`src/rtl/mht_pkg.sv`:
```
package mht_pkg;

    // Field widths
    localparam int MAC_W  = 48;
    localparam int IP_W   = 32;
    localparam int PORT_W = 16;
    localparam int TIME_W = 32;

    // Address screening: low byte that marks a loopback-style address
    localparam logic [7:0] IP_LOOP_BYTE = 8'h7F;

    // Operation codes
    localparam logic OP_LOOKUP = 1'b0;
    localparam logic OP_SET    = 1'b1;

    // One stored host record
    typedef struct packed {
        logic [MAC_W-1:0]  mac;
        logic [IP_W-1:0]   ip;
        logic [PORT_W-1:0] port;
        logic [TIME_W-1:0] seen;
    } t_rec;

    localparam int REC_W = $bits(t_rec);

    // Controller to datapath
    typedef struct packed {
        logic load;     // capture request, clear scan state
        logic issue;    // read the next entry and advance the scan
        logic fill;     // insert into the first free slot if needed
        logic publish;  // move the result into the output register
    } t_cmd;

    // Datapath to controller
    typedef struct packed {
        logic skip;     // set with a rejected address: no scan
        logic last;     // the scan is at the final entry
    } t_sts;

endpackage

```
`src/rtl/mht_ram.sv`:
```
module mht_ram #(
    parameter int WIDTH = 8,
    parameter int DEPTH = 16,
    parameter int AW    = (DEPTH > 1) ? $clog2(DEPTH) : 1
) (
    input  logic             i_clk,
    input  logic             i_we,
    input  logic [AW-1:0]    i_waddr,
    input  logic [WIDTH-1:0] i_wdata,
    input  logic             i_re,
    input  logic [AW-1:0]    i_raddr,
    output logic [WIDTH-1:0] o_rdata
);

    logic [WIDTH-1:0] r_mem [DEPTH];
    logic [WIDTH-1:0] r_rdata;

    // Write port and registered read port
    always_ff @(posedge i_clk) begin
        if (i_we) begin
            r_mem[i_waddr] <= i_wdata;
        end
        if (i_re) begin
            r_rdata <= r_mem[i_raddr];
        end
    end

    assign o_rdata = r_rdata;

endmodule

```
`src/rtl/mht_ctrl.sv`:
```
module mht_ctrl (
    input  logic          i_clk,
    input  logic          i_rst_n,
    input  logic          i_valid,
    output logic          o_stall,
    output logic          o_valid,
    input  logic          i_stall,
    input  mht_pkg::t_sts i_sts,
    output mht_pkg::t_cmd o_cmd
);
    import mht_pkg::*;

    typedef enum logic [2:0] {
        S_IDLE,
        S_SCAN,
        S_DRAIN,
        S_FILL,
        S_POST
    } t_state;

    t_state r_state, n_state;
    logic   r_out_vld, n_out_vld;
    t_cmd   cmd;

    // Next state and commands
    always_comb begin
        n_state   = r_state;
        n_out_vld = r_out_vld & i_stall;
        cmd       = '0;
        case (r_state)
            S_IDLE: begin
                if (i_valid) begin
                    cmd.load = 1'b1;
                    n_state  = S_SCAN;
                end
            end
            S_SCAN: begin
                if (i_sts.skip) begin
                    n_state = S_POST;
                end else begin
                    cmd.issue = 1'b1;
                    if (i_sts.last) begin
                        n_state = S_DRAIN;
                    end
                end
            end
            S_DRAIN: begin
                n_state = S_FILL;
            end
            S_FILL: begin
                cmd.fill = 1'b1;
                n_state  = S_POST;
            end
            S_POST: begin
                // hold until the output register is free
                if (!r_out_vld || !i_stall) begin
                    cmd.publish = 1'b1;
                    n_out_vld   = 1'b1;
                    n_state     = S_IDLE;
                end
            end
            default: begin
                n_state = S_IDLE;
            end
        endcase
    end

    // State and output valid
    always_ff @(posedge i_clk) begin
        if (!i_rst_n) begin
            r_state   <= S_IDLE;
            r_out_vld <= 1'b0;
        end else begin
            r_state   <= n_state;
            r_out_vld <= n_out_vld;
        end
    end

    assign o_stall = (r_state != S_IDLE);
    assign o_valid = r_out_vld;
    assign o_cmd   = cmd;

endmodule

```
`src/rtl/mht_dp.sv`:
```
module mht_dp #(
    parameter int ENTRIES = 16
) (
    input  logic                        i_clk,
    input  logic                        i_rst_n,
    input  mht_pkg::t_cmd               i_cmd,
    output mht_pkg::t_sts               o_sts,
    input  logic                        i_op,
    input  logic [mht_pkg::MAC_W-1:0]   i_mac,
    input  logic [mht_pkg::IP_W-1:0]    i_ip,
    input  logic [mht_pkg::PORT_W-1:0]  i_port,
    input  logic                        i_update_ip,
    input  logic                        i_auth,
    input  logic [mht_pkg::TIME_W-1:0]  i_now,
    output logic                        o_hit,
    output logic [mht_pkg::IP_W-1:0]    o_found_ip,
    output logic [mht_pkg::PORT_W-1:0]  o_found_port,
    output logic                        o_modified
);
    import mht_pkg::*;

    localparam int IDX_W = (ENTRIES > 1) ? $clog2(ENTRIES) : 1;
    localparam logic [IDX_W-1:0] LAST_IDX = IDX_W'(ENTRIES - 1);

    // Captured request
    logic              r_op;
    logic [MAC_W-1:0]  r_mac;
    logic [IP_W-1:0]   r_ip;
    logic [PORT_W-1:0] r_port;
    logic              r_upd;
    logic              r_auth;
    logic [TIME_W-1:0] r_now;

    // Scan state
    logic [ENTRIES-1:0] r_valid;
    logic [IDX_W-1:0]   r_rd_idx;
    logic [IDX_W-1:0]   r_chk_idx;
    logic               r_chk_vld;
    logic               r_found;
    logic               r_free_vld;
    logic [IDX_W-1:0]   r_free_idx;

    // Working result
    logic              r_hit;
    logic [IP_W-1:0]   r_fip;
    logic [PORT_W-1:0] r_fport;
    logic              r_mod;

    // Output register
    logic              r_out_hit;
    logic [IP_W-1:0]   r_out_ip;
    logic [PORT_W-1:0] r_out_port;
    logic              r_out_mod;

    logic [REC_W-1:0] rd_data;
    t_rec             rec;
    t_rec             upd_rec;
    t_rec             new_rec;
    logic             cur_vld;
    logic             mac_eq;
    logic             ipport_eq;
    logic             purge;
    logic             exact;
    logic             mac_upd;
    logic             chk_wr;
    logic             do_fill;
    logic             ram_we;
    logic [IDX_W-1:0] ram_waddr;
    logic [REC_W-1:0] ram_wdata;
    logic             ip_bad;

    // Reject zero, broadcast and loopback-style addresses
    assign ip_bad = (r_ip == '0) || (r_ip == '1) || (r_ip[7:0] == IP_LOOP_BYTE);

    assign o_sts.skip = (r_op == OP_SET) && ip_bad;
    assign o_sts.last = (r_rd_idx == LAST_IDX);

    // Evaluate the entry whose record arrives this cycle
    always_comb begin
        rec       = t_rec'(rd_data);
        cur_vld   = r_chk_vld && r_valid[r_chk_idx];
        mac_eq    = (rec.mac == r_mac);
        ipport_eq = (rec.ip == r_ip) && (rec.port == r_port);
        purge     = (r_op == OP_SET) && r_auth && cur_vld && ipport_eq && !mac_eq;
        exact     = (r_op == OP_SET) && cur_vld && mac_eq && ipport_eq;
        mac_upd   = (r_op == OP_SET) && cur_vld && mac_eq && r_upd;
        chk_wr    = (exact && r_auth) || mac_upd;

        upd_rec      = rec;
        upd_rec.seen = r_now;
        if (mac_upd) begin
            upd_rec.ip   = r_ip;
            upd_rec.port = r_port;
        end

        new_rec.mac  = r_mac;
        new_rec.ip   = r_ip;
        new_rec.port = r_port;
        new_rec.seen = r_now;

        do_fill = i_cmd.fill && (r_op == OP_SET) && !r_found && r_free_vld;
    end

    // One write port: refresh or rewrite during the scan, insert afterward
    always_comb begin
        ram_we    = chk_wr || do_fill;
        ram_waddr = do_fill ? r_free_idx : r_chk_idx;
        ram_wdata = do_fill ? REC_W'(new_rec) : REC_W'(upd_rec);
    end

    mht_ram #(
        .WIDTH (REC_W),
        .DEPTH (ENTRIES)
    ) u_ram (
        .i_clk   (i_clk),
        .i_we    (ram_we),
        .i_waddr (ram_waddr),
        .i_wdata (ram_wdata),
        .i_re    (i_cmd.issue),
        .i_raddr (r_rd_idx),
        .o_rdata (rd_data)
    );

    // Valid bits and scan control
    always_ff @(posedge i_clk) begin
        if (!i_rst_n) begin
            r_valid   <= '0;
            r_chk_vld <= 1'b0;
        end else begin
            r_chk_vld <= i_cmd.issue;
            if (purge) begin
                r_valid[r_chk_idx] <= 1'b0;
            end
            if (do_fill) begin
                r_valid[r_free_idx] <= 1'b1;
            end
        end
    end

    // Request capture, scan pointers and working result
    always_ff @(posedge i_clk) begin
        if (i_cmd.load) begin
            r_op       <= i_op;
            r_mac      <= i_mac;
            r_ip       <= i_ip;
            r_port     <= i_port;
            r_upd      <= i_update_ip;
            r_auth     <= i_auth;
            r_now      <= i_now;
            r_rd_idx   <= '0;
            r_found    <= 1'b0;
            r_free_vld <= 1'b0;
            r_hit      <= 1'b0;
            r_fip      <= (i_op == OP_SET) ? '0 : '1;
            r_fport    <= (i_op == OP_SET) ? '0 : '1;
            r_mod      <= 1'b0;
        end else begin
            if (i_cmd.issue) begin
                r_chk_idx <= r_rd_idx;
                r_rd_idx  <= r_rd_idx + 1'b1;
            end
            // lookup: keep the first valid MAC match
            if ((r_op == OP_LOOKUP) && cur_vld && mac_eq && !r_hit) begin
                r_hit   <= 1'b1;
                r_fip   <= rec.ip;
                r_fport <= rec.port;
            end
            if (exact || mac_upd) begin
                r_found <= 1'b1;
            end
            // first slot that is free once purging is done
            if (r_chk_vld && !r_free_vld && (!r_valid[r_chk_idx] || purge)) begin
                r_free_vld <= 1'b1;
                r_free_idx <= r_chk_idx;
            end
            if (purge || chk_wr || do_fill) begin
                r_mod <= 1'b1;
            end
        end
    end

    // Output register
    always_ff @(posedge i_clk) begin
        if (i_cmd.publish) begin
            r_out_hit  <= r_hit;
            r_out_ip   <= r_fip;
            r_out_port <= r_fport;
            r_out_mod  <= r_mod;
        end
    end

    assign o_hit        = r_out_hit;
    assign o_found_ip   = r_out_ip;
    assign o_found_port = r_out_port;
    assign o_modified   = r_out_mod;

endmodule

```
`src/rtl/mac_host_table.sv`:
```
// One item at a time: the input stalls from the input transfer until the result is
// published; a set with a rejected address skips the entry scan. The scan reads one
// record per cycle from the table RAM.
// The next item is taken while a finished result waits in the output register.
// Reset (synchronous, active low) clears all valid marks and the handshake state.
module mac_host_table #(
    parameter int ENTRIES = 16
) (
    input  logic                        i_clk,
    input  logic                        i_rst_n,
    input  logic                        i_valid,
    output logic                        o_stall,
    input  logic                        i_op,
    input  logic [mht_pkg::MAC_W-1:0]   i_mac,
    input  logic [mht_pkg::IP_W-1:0]    i_ip,
    input  logic [mht_pkg::PORT_W-1:0]  i_port,
    input  logic                        i_update_ip,
    input  logic                        i_auth,
    input  logic [mht_pkg::TIME_W-1:0]  i_now,
    output logic                        o_valid,
    input  logic                        i_stall,
    output logic                        o_hit,
    output logic [mht_pkg::IP_W-1:0]    o_found_ip,
    output logic [mht_pkg::PORT_W-1:0]  o_found_port,
    output logic                        o_modified
);
    import mht_pkg::*;

    t_cmd w_cmd;
    t_sts w_sts;

    mht_ctrl u_ctrl (
        .i_clk   (i_clk),
        .i_rst_n (i_rst_n),
        .i_valid (i_valid),
        .o_stall (o_stall),
        .o_valid (o_valid),
        .i_stall (i_stall),
        .i_sts   (w_sts),
        .o_cmd   (w_cmd)
    );

    mht_dp #(
        .ENTRIES (ENTRIES)
    ) u_dp (
        .i_clk        (i_clk),
        .i_rst_n      (i_rst_n),
        .i_cmd        (w_cmd),
        .o_sts        (w_sts),
        .i_op         (i_op),
        .i_mac        (i_mac),
        .i_ip         (i_ip),
        .i_port       (i_port),
        .i_update_ip  (i_update_ip),
        .i_auth       (i_auth),
        .i_now        (i_now),
        .o_hit        (o_hit),
        .o_found_ip   (o_found_ip),
        .o_found_port (o_found_port),
        .o_modified   (o_modified)
    );

`ifndef SYNTHESIS
    // Scan and insert never share a cycle
    a_issue_fill: assert property (@(posedge i_clk) disable iff (!i_rst_n)
        !(w_cmd.issue && w_cmd.fill))
        else $error("scan read and insert in the same cycle");

    // A published result shows up on the output
    a_publish: assert property (@(posedge i_clk) disable iff (!i_rst_n)
        w_cmd.publish |=> o_valid)
        else $error("published result not valid");

    // An input transfer makes the block busy
    a_busy: assert property (@(posedge i_clk) disable iff (!i_rst_n)
        (i_valid && !o_stall) |=> o_stall)
        else $error("block not busy after input transfer");

    // A taken result clears unless a new one is published
    a_drain: assert property (@(posedge i_clk) disable iff (!i_rst_n)
        (o_valid && !i_stall && !w_cmd.publish) |=> !o_valid)
        else $error("result repeated after output transfer");
`endif

endmodule

```
`config.mk`:
```
export PLATFORM = sky130hd
export DESIGN_NAME = mac_host_table
export DESIGN_NICKNAME = d
export VERILOG_FILES = /design/src/rtl/mht_pkg.sv /design/src/rtl/mht_ram.sv /design/src/rtl/mht_ctrl.sv /design/src/rtl/mht_dp.sv /design/src/rtl/mac_host_table.sv
export SDC_FILE = /design/constraint.sdc
export NUM_CORES = 2
export LEC_CHECK = 0
export CELL_PAD_IN_SITES_DETAIL_PLACEMENT = 0
export CELL_PAD_IN_SITES_GLOBAL_PLACEMENT = 1
export CORE_MARGIN = 1.5
export CORE_UTILIZATION = 30
export CTS_CLUSTER_SIZE = 40
export DETAILED_ROUTE_END_ITERATION = 8
export DONT_BUFFER_PORTS = 1
export PLACE_DENSITY_LB_ADDON = 0.1
export SYNTH_ARGS = -nofsm -noshare
export SYNTH_HDL_FRONTEND = slang
export SYNTH_SLANG_ARGS = --single-unit
```
`constraint.sdc`:
```
create_clock -name i_clk -period 9.15 [get_ports i_clk]
set_input_delay 0.915 -clock i_clk [delete_from_list [all_inputs] [get_ports i_clk]]
set_output_delay 0.915 -clock i_clk [all_outputs]
set_load 0.01 [all_outputs]
```
==> results by group <==
Outcome
  – Status: finished clean

Timing
  – Worst hold slack: about 170 ps
  – Final setup viols: 0
  – FMAX: about 0.2 GHz
  – Slew @ Worst Pin: 1265 ps
  – Final period utilization: 54.67%
  – RSZ-0062 raised after global routing: false
  – Clock skew: 35.16 ps
  – Setup tns final: 0 ps
  – Final hold vios: 0
  – Setup ws final: 4148 ps
  – Slew headroom: 15.67%
  – Min cycle time layout: ~5000 ps
  – Final Max Slew Viols: 0

Power
  – P_leak: roughly 25 nW
  – Max VDD drop: around 0.00019 V
  – Cell area power density: 246.1 nW/um^2

Critical path
  – Worst Path Max Fanout: 29
  – Reg2reg setup slack: roughly 4100 ps
  – CP required: about 9600 ps
  – Critical path capture point type: register
  – WS Path Type: reg2reg
  – CP arrival: around 5400 ps
  – CP Launch Type: register

Cells and area
  – Nets: 3,341
  – Fill cells: 21,750
  – Area growth, synth to finish: 15.28%
  – Fin area: between 80,000 and 90,000 sq um
  – Final core occ: 34.81%
  – Share of cells above drive strength 1: between 20% and 30%

Floorplanning
  – Core area: 235,200 sq um
  – Die W: 489.6 microns
  – I/O pin cnt: 187
  – Starting Density: a little under a third
  – DIE AREA: between 200,000 and 250,000 sq um
  – Die Height: between 400 and 500 microns
  – # rows: 178

Clocking
  – Post-CTS Resized: 0
  – Postcts setup bufs: 0
  – CTS root buffer: clkbuf_16
  – CTS Buffer Depth: 3
  – Clk_lat worst skew: approximately 840 ps
  – CTS Hold Bufs: 0
  – CTS tree: built
  – H-tree levels: 4
  – Num CTS Buffers: between 150 and 200
  – Clk sinks: 1,866
  – Clock slew at reported path FFs: 60 ps

Global route
  – Largest net degree at the start of global routing: 151
  – GRT Total Usage: between 15 and 20%
  – Grt ovf: 0
  – GR Util met3: under 10%
  – First-pass GRT wire length: between 200,000 and 300,000 microns
  – Met2 GRT Util: a little over a quarter
  – Met1 usage: between 20% and 30%
  – Most Used Layer, Global Route: met2
  – Vias in the first global route: between 30,000 and 40,000
  – Initial antenna violation count: 25

Routing
  – DRT iter0 DRCs: about 2,700
  – Post-DR wirelength/cell: just over 30 microns
  – Total wire length: just under 200,000 microns
  – DR DRC count: 0
  – Antenna-violating nets left: 0
  – Vias per cell: around 5
  – Vias after detailed routing: 32,280
  – DRT Pass-1 Iters: 5

Yosys
  – Yosys top cell area share: between 70% and 80%
  – Synth warn: 0
  – Leading area contributor after synthesis: edfxtp_1
  – Post-Synthesis Cell Area: a little over 70,000 sq um
  – Synth Flop Type: edfxtp_1
  – Async set-reset flop share out of synthesis: 0%
  – Synth unique cells: 50
  – Post-synthesis sequential area ratio: roughly 78%
  – Syn avg cell area: around 23 sq um
  – Synthesized flop and latch total: about 1,900
  – Mapped Nets: roughly 3,200
  – Post-synth EDFFs: 1,837
  – Largest cells by area after synthesis: edfxtp_1, mux4_2, xor2_1
  – Post-synthesis instance total: approximately 3,100

Place
  – IO Port Bufs: 0
  – RD Place Congestion: 0.7129
  – Pre-CTS WS: a little under 4000 ps
  – Placed wire-length estimate: roughly 99,000 microns
  – Placed cell areas: roughly 75,000 sq um

Worst hold path
  – Worst min path class: in2reg

Run
  – # Max-Cap Violations: 0
==> through the flow <==
stage / instances / total power, mW
3_3_place_gp: 6155 / 12.26
2_1_floorplan: 3079 / 11.62
6_report: 6531 / 20.15
3_5_place_dp: 6155 / 12.31
4_1_cts: 6524 / 20.45
5_1_grt: 6524 / 20.87
==> registers in the layout, indices dropped and copies added, names as in the netlist, 3 cells and up <==
register / cells
u_dp.r_valid: 16
u_dp.o_found_ip: 32
u_dp.r_ip: 32
u_dp.r_free_idx: 4
u_dp.r_fip: 32
u_dp.r_fport: 16
u_dp.r_port: 16
u_dp.r_rd_idx: 4
u_dp.r_mac: 48
u_dp.u_ram.o_rdata: 96
u_dp.r_chk_idx: 4
u_ctrl.r_state: 3
u_dp.u_ram.r_mem: 1536
u_dp.o_found_port: 16
==> synthesized netlist by cell type (2+ instances only) <==
| library cell | count |
|---|---|
| mux2_4 | 9 |
| or4_1 | 2 |
| nand4_1 | 20 |
| buf_6 | 3 |
| nor2b_1 | 6 |
| buf_2 | 31 |
| and4_1 | 2 |
| a41oi_4 | 2 |
| a31oi_1 | 2 |
| inv_1 | 14 |
| dfxtp_1 | 29 |
| nor2_1 | 17 |
| nand3_1 | 8 |
| xor2_1 | 97 |
| nand2_1 | 188 |
| o21a_1 | 48 |
| a21boi_0 | 4 |
| and2_1 | 2 |
| buf_1 | 22 |
| nand3b_1 | 4 |
| buf_4 | 3 |
| o31ai_1 | 4 |
| nor4_1 | 45 |
| mux4_2 | 484 |
| a21oi_1 | 25 |
| mux2_2 | 39 |
| edfxtp_1 | 1837 |
| nor3_1 | 9 |
| and3_1 | 2 |
| o22ai_1 | 15 |
| o211ai_1 | 2 |
| nor4b_1 | 2 |
| clkbuf_1 | 85 |
==> area by class of cell <==
cell class              instances  area, sq um  area share, %
clock buffers                 253         5320          6.498
diodes                          7        17.52        0.02140
repair buffers                 72        778.2         0.9506
inverters                      14        65.06        0.07947
well taps                    3150         3941          4.814
multi-input cells            1053        14810          18.09
flip-flops and latches       1866        55760          68.10
clock inverters               116         1184          1.446
==> critical path, stage by stage, from the launching register on <==
cell	delay, ps
edfxtp_1	400
xor2_1	180
nor4_1	800
nand4_1	500
nor4_1	380
buf_4	230
nand4_1	400
a21oi_4	930
buf_4	750
==> cell usage in the layout, fill, tap and decap left out, types with 3 or more instances in the layout <==
cell / instances
nor2_1: 17
dfxtp_4: 4
clkinv_2: 33
buf_4: 53
a21oi_4: 17
nor3_1: 8
mux2_4: 9
buf_12: 19
o22ai_1: 15
clkbuf_1: 47
clkinv_1: 43
edfxtp_1: 1837
nand2_1: 187
mux2_2: 39
bufinv_16: 23
o21a_1: 48
clkinvlp_4: 7
inv_6: 6
nor2b_1: 6
nand3b_1: 4
diode_2: 7
a21oi_1: 8
xor2_1: 97
clkbuf_16: 205
o31ai_1: 3
mux4_2: 484
a21boi_0: 4
nor4_1: 44
nand3_1: 8
dfxtp_1: 25
inv_1: 12
nand4_1: 20
==> cells by family after synthesis <==
| family | count (synthesis) | synth area share, % |
|---|---|---|
| DFF | 1866 | 78.49 |
| and+or+nand+nor | 312 | 2.031 |
| AOI/OAI and AO/OA | 110 | 1.122 |
| xor gates and xnor gates | 97 | 1.196 |
| adders and majority gates | 1 | 0.01761 |
| muxes | 533 | 16.17 |
| buffers and inverters | 160 | 0.9725 |
==> report_power, final <==
| group | internal (mW) | leakage, nW | switching (mW) |
|---|---|---|---|
| clock network | 4.74 | 3.17 | 3.33 |
| logic | 1.00 | 4.58 | 1.14 |
| registers | 9.77 | 16.9 | 0.167 |
| total | 15.5 | 24.6 | 4.63 |
==> final timing paths <==
path                                   from                                 to  cells after the start
setup / recovery   u_dp.r_mac[23]$_DFFE_PP_  u_dp.u_ram.r_mem[0][67]$_DFFE_PP_                      8
setup reg to reg   u_dp.r_mac[23]$_DFFE_PP_  u_dp.u_ram.r_mem[0][67]$_DFFE_PP_                      8
hold reg to reg   u_dp.r_fport[3]$_DFFE_PP_     u_dp.o_found_port[3]$_DFFE_PP_                      0
hold / removal                    i_mac[34]           u_dp.r_mac[34]$_DFFE_PP_                      0
==> per-layer routing <==
metal / vias up / wire, microns
met4: 10 / 3679
met5: - / 64
met2: 861 / 93560
li1: 13280 / -
met3: 267 / 9184
met1: 17860 / 90820
Note: power is estimated with default switching activity, not from simulation.
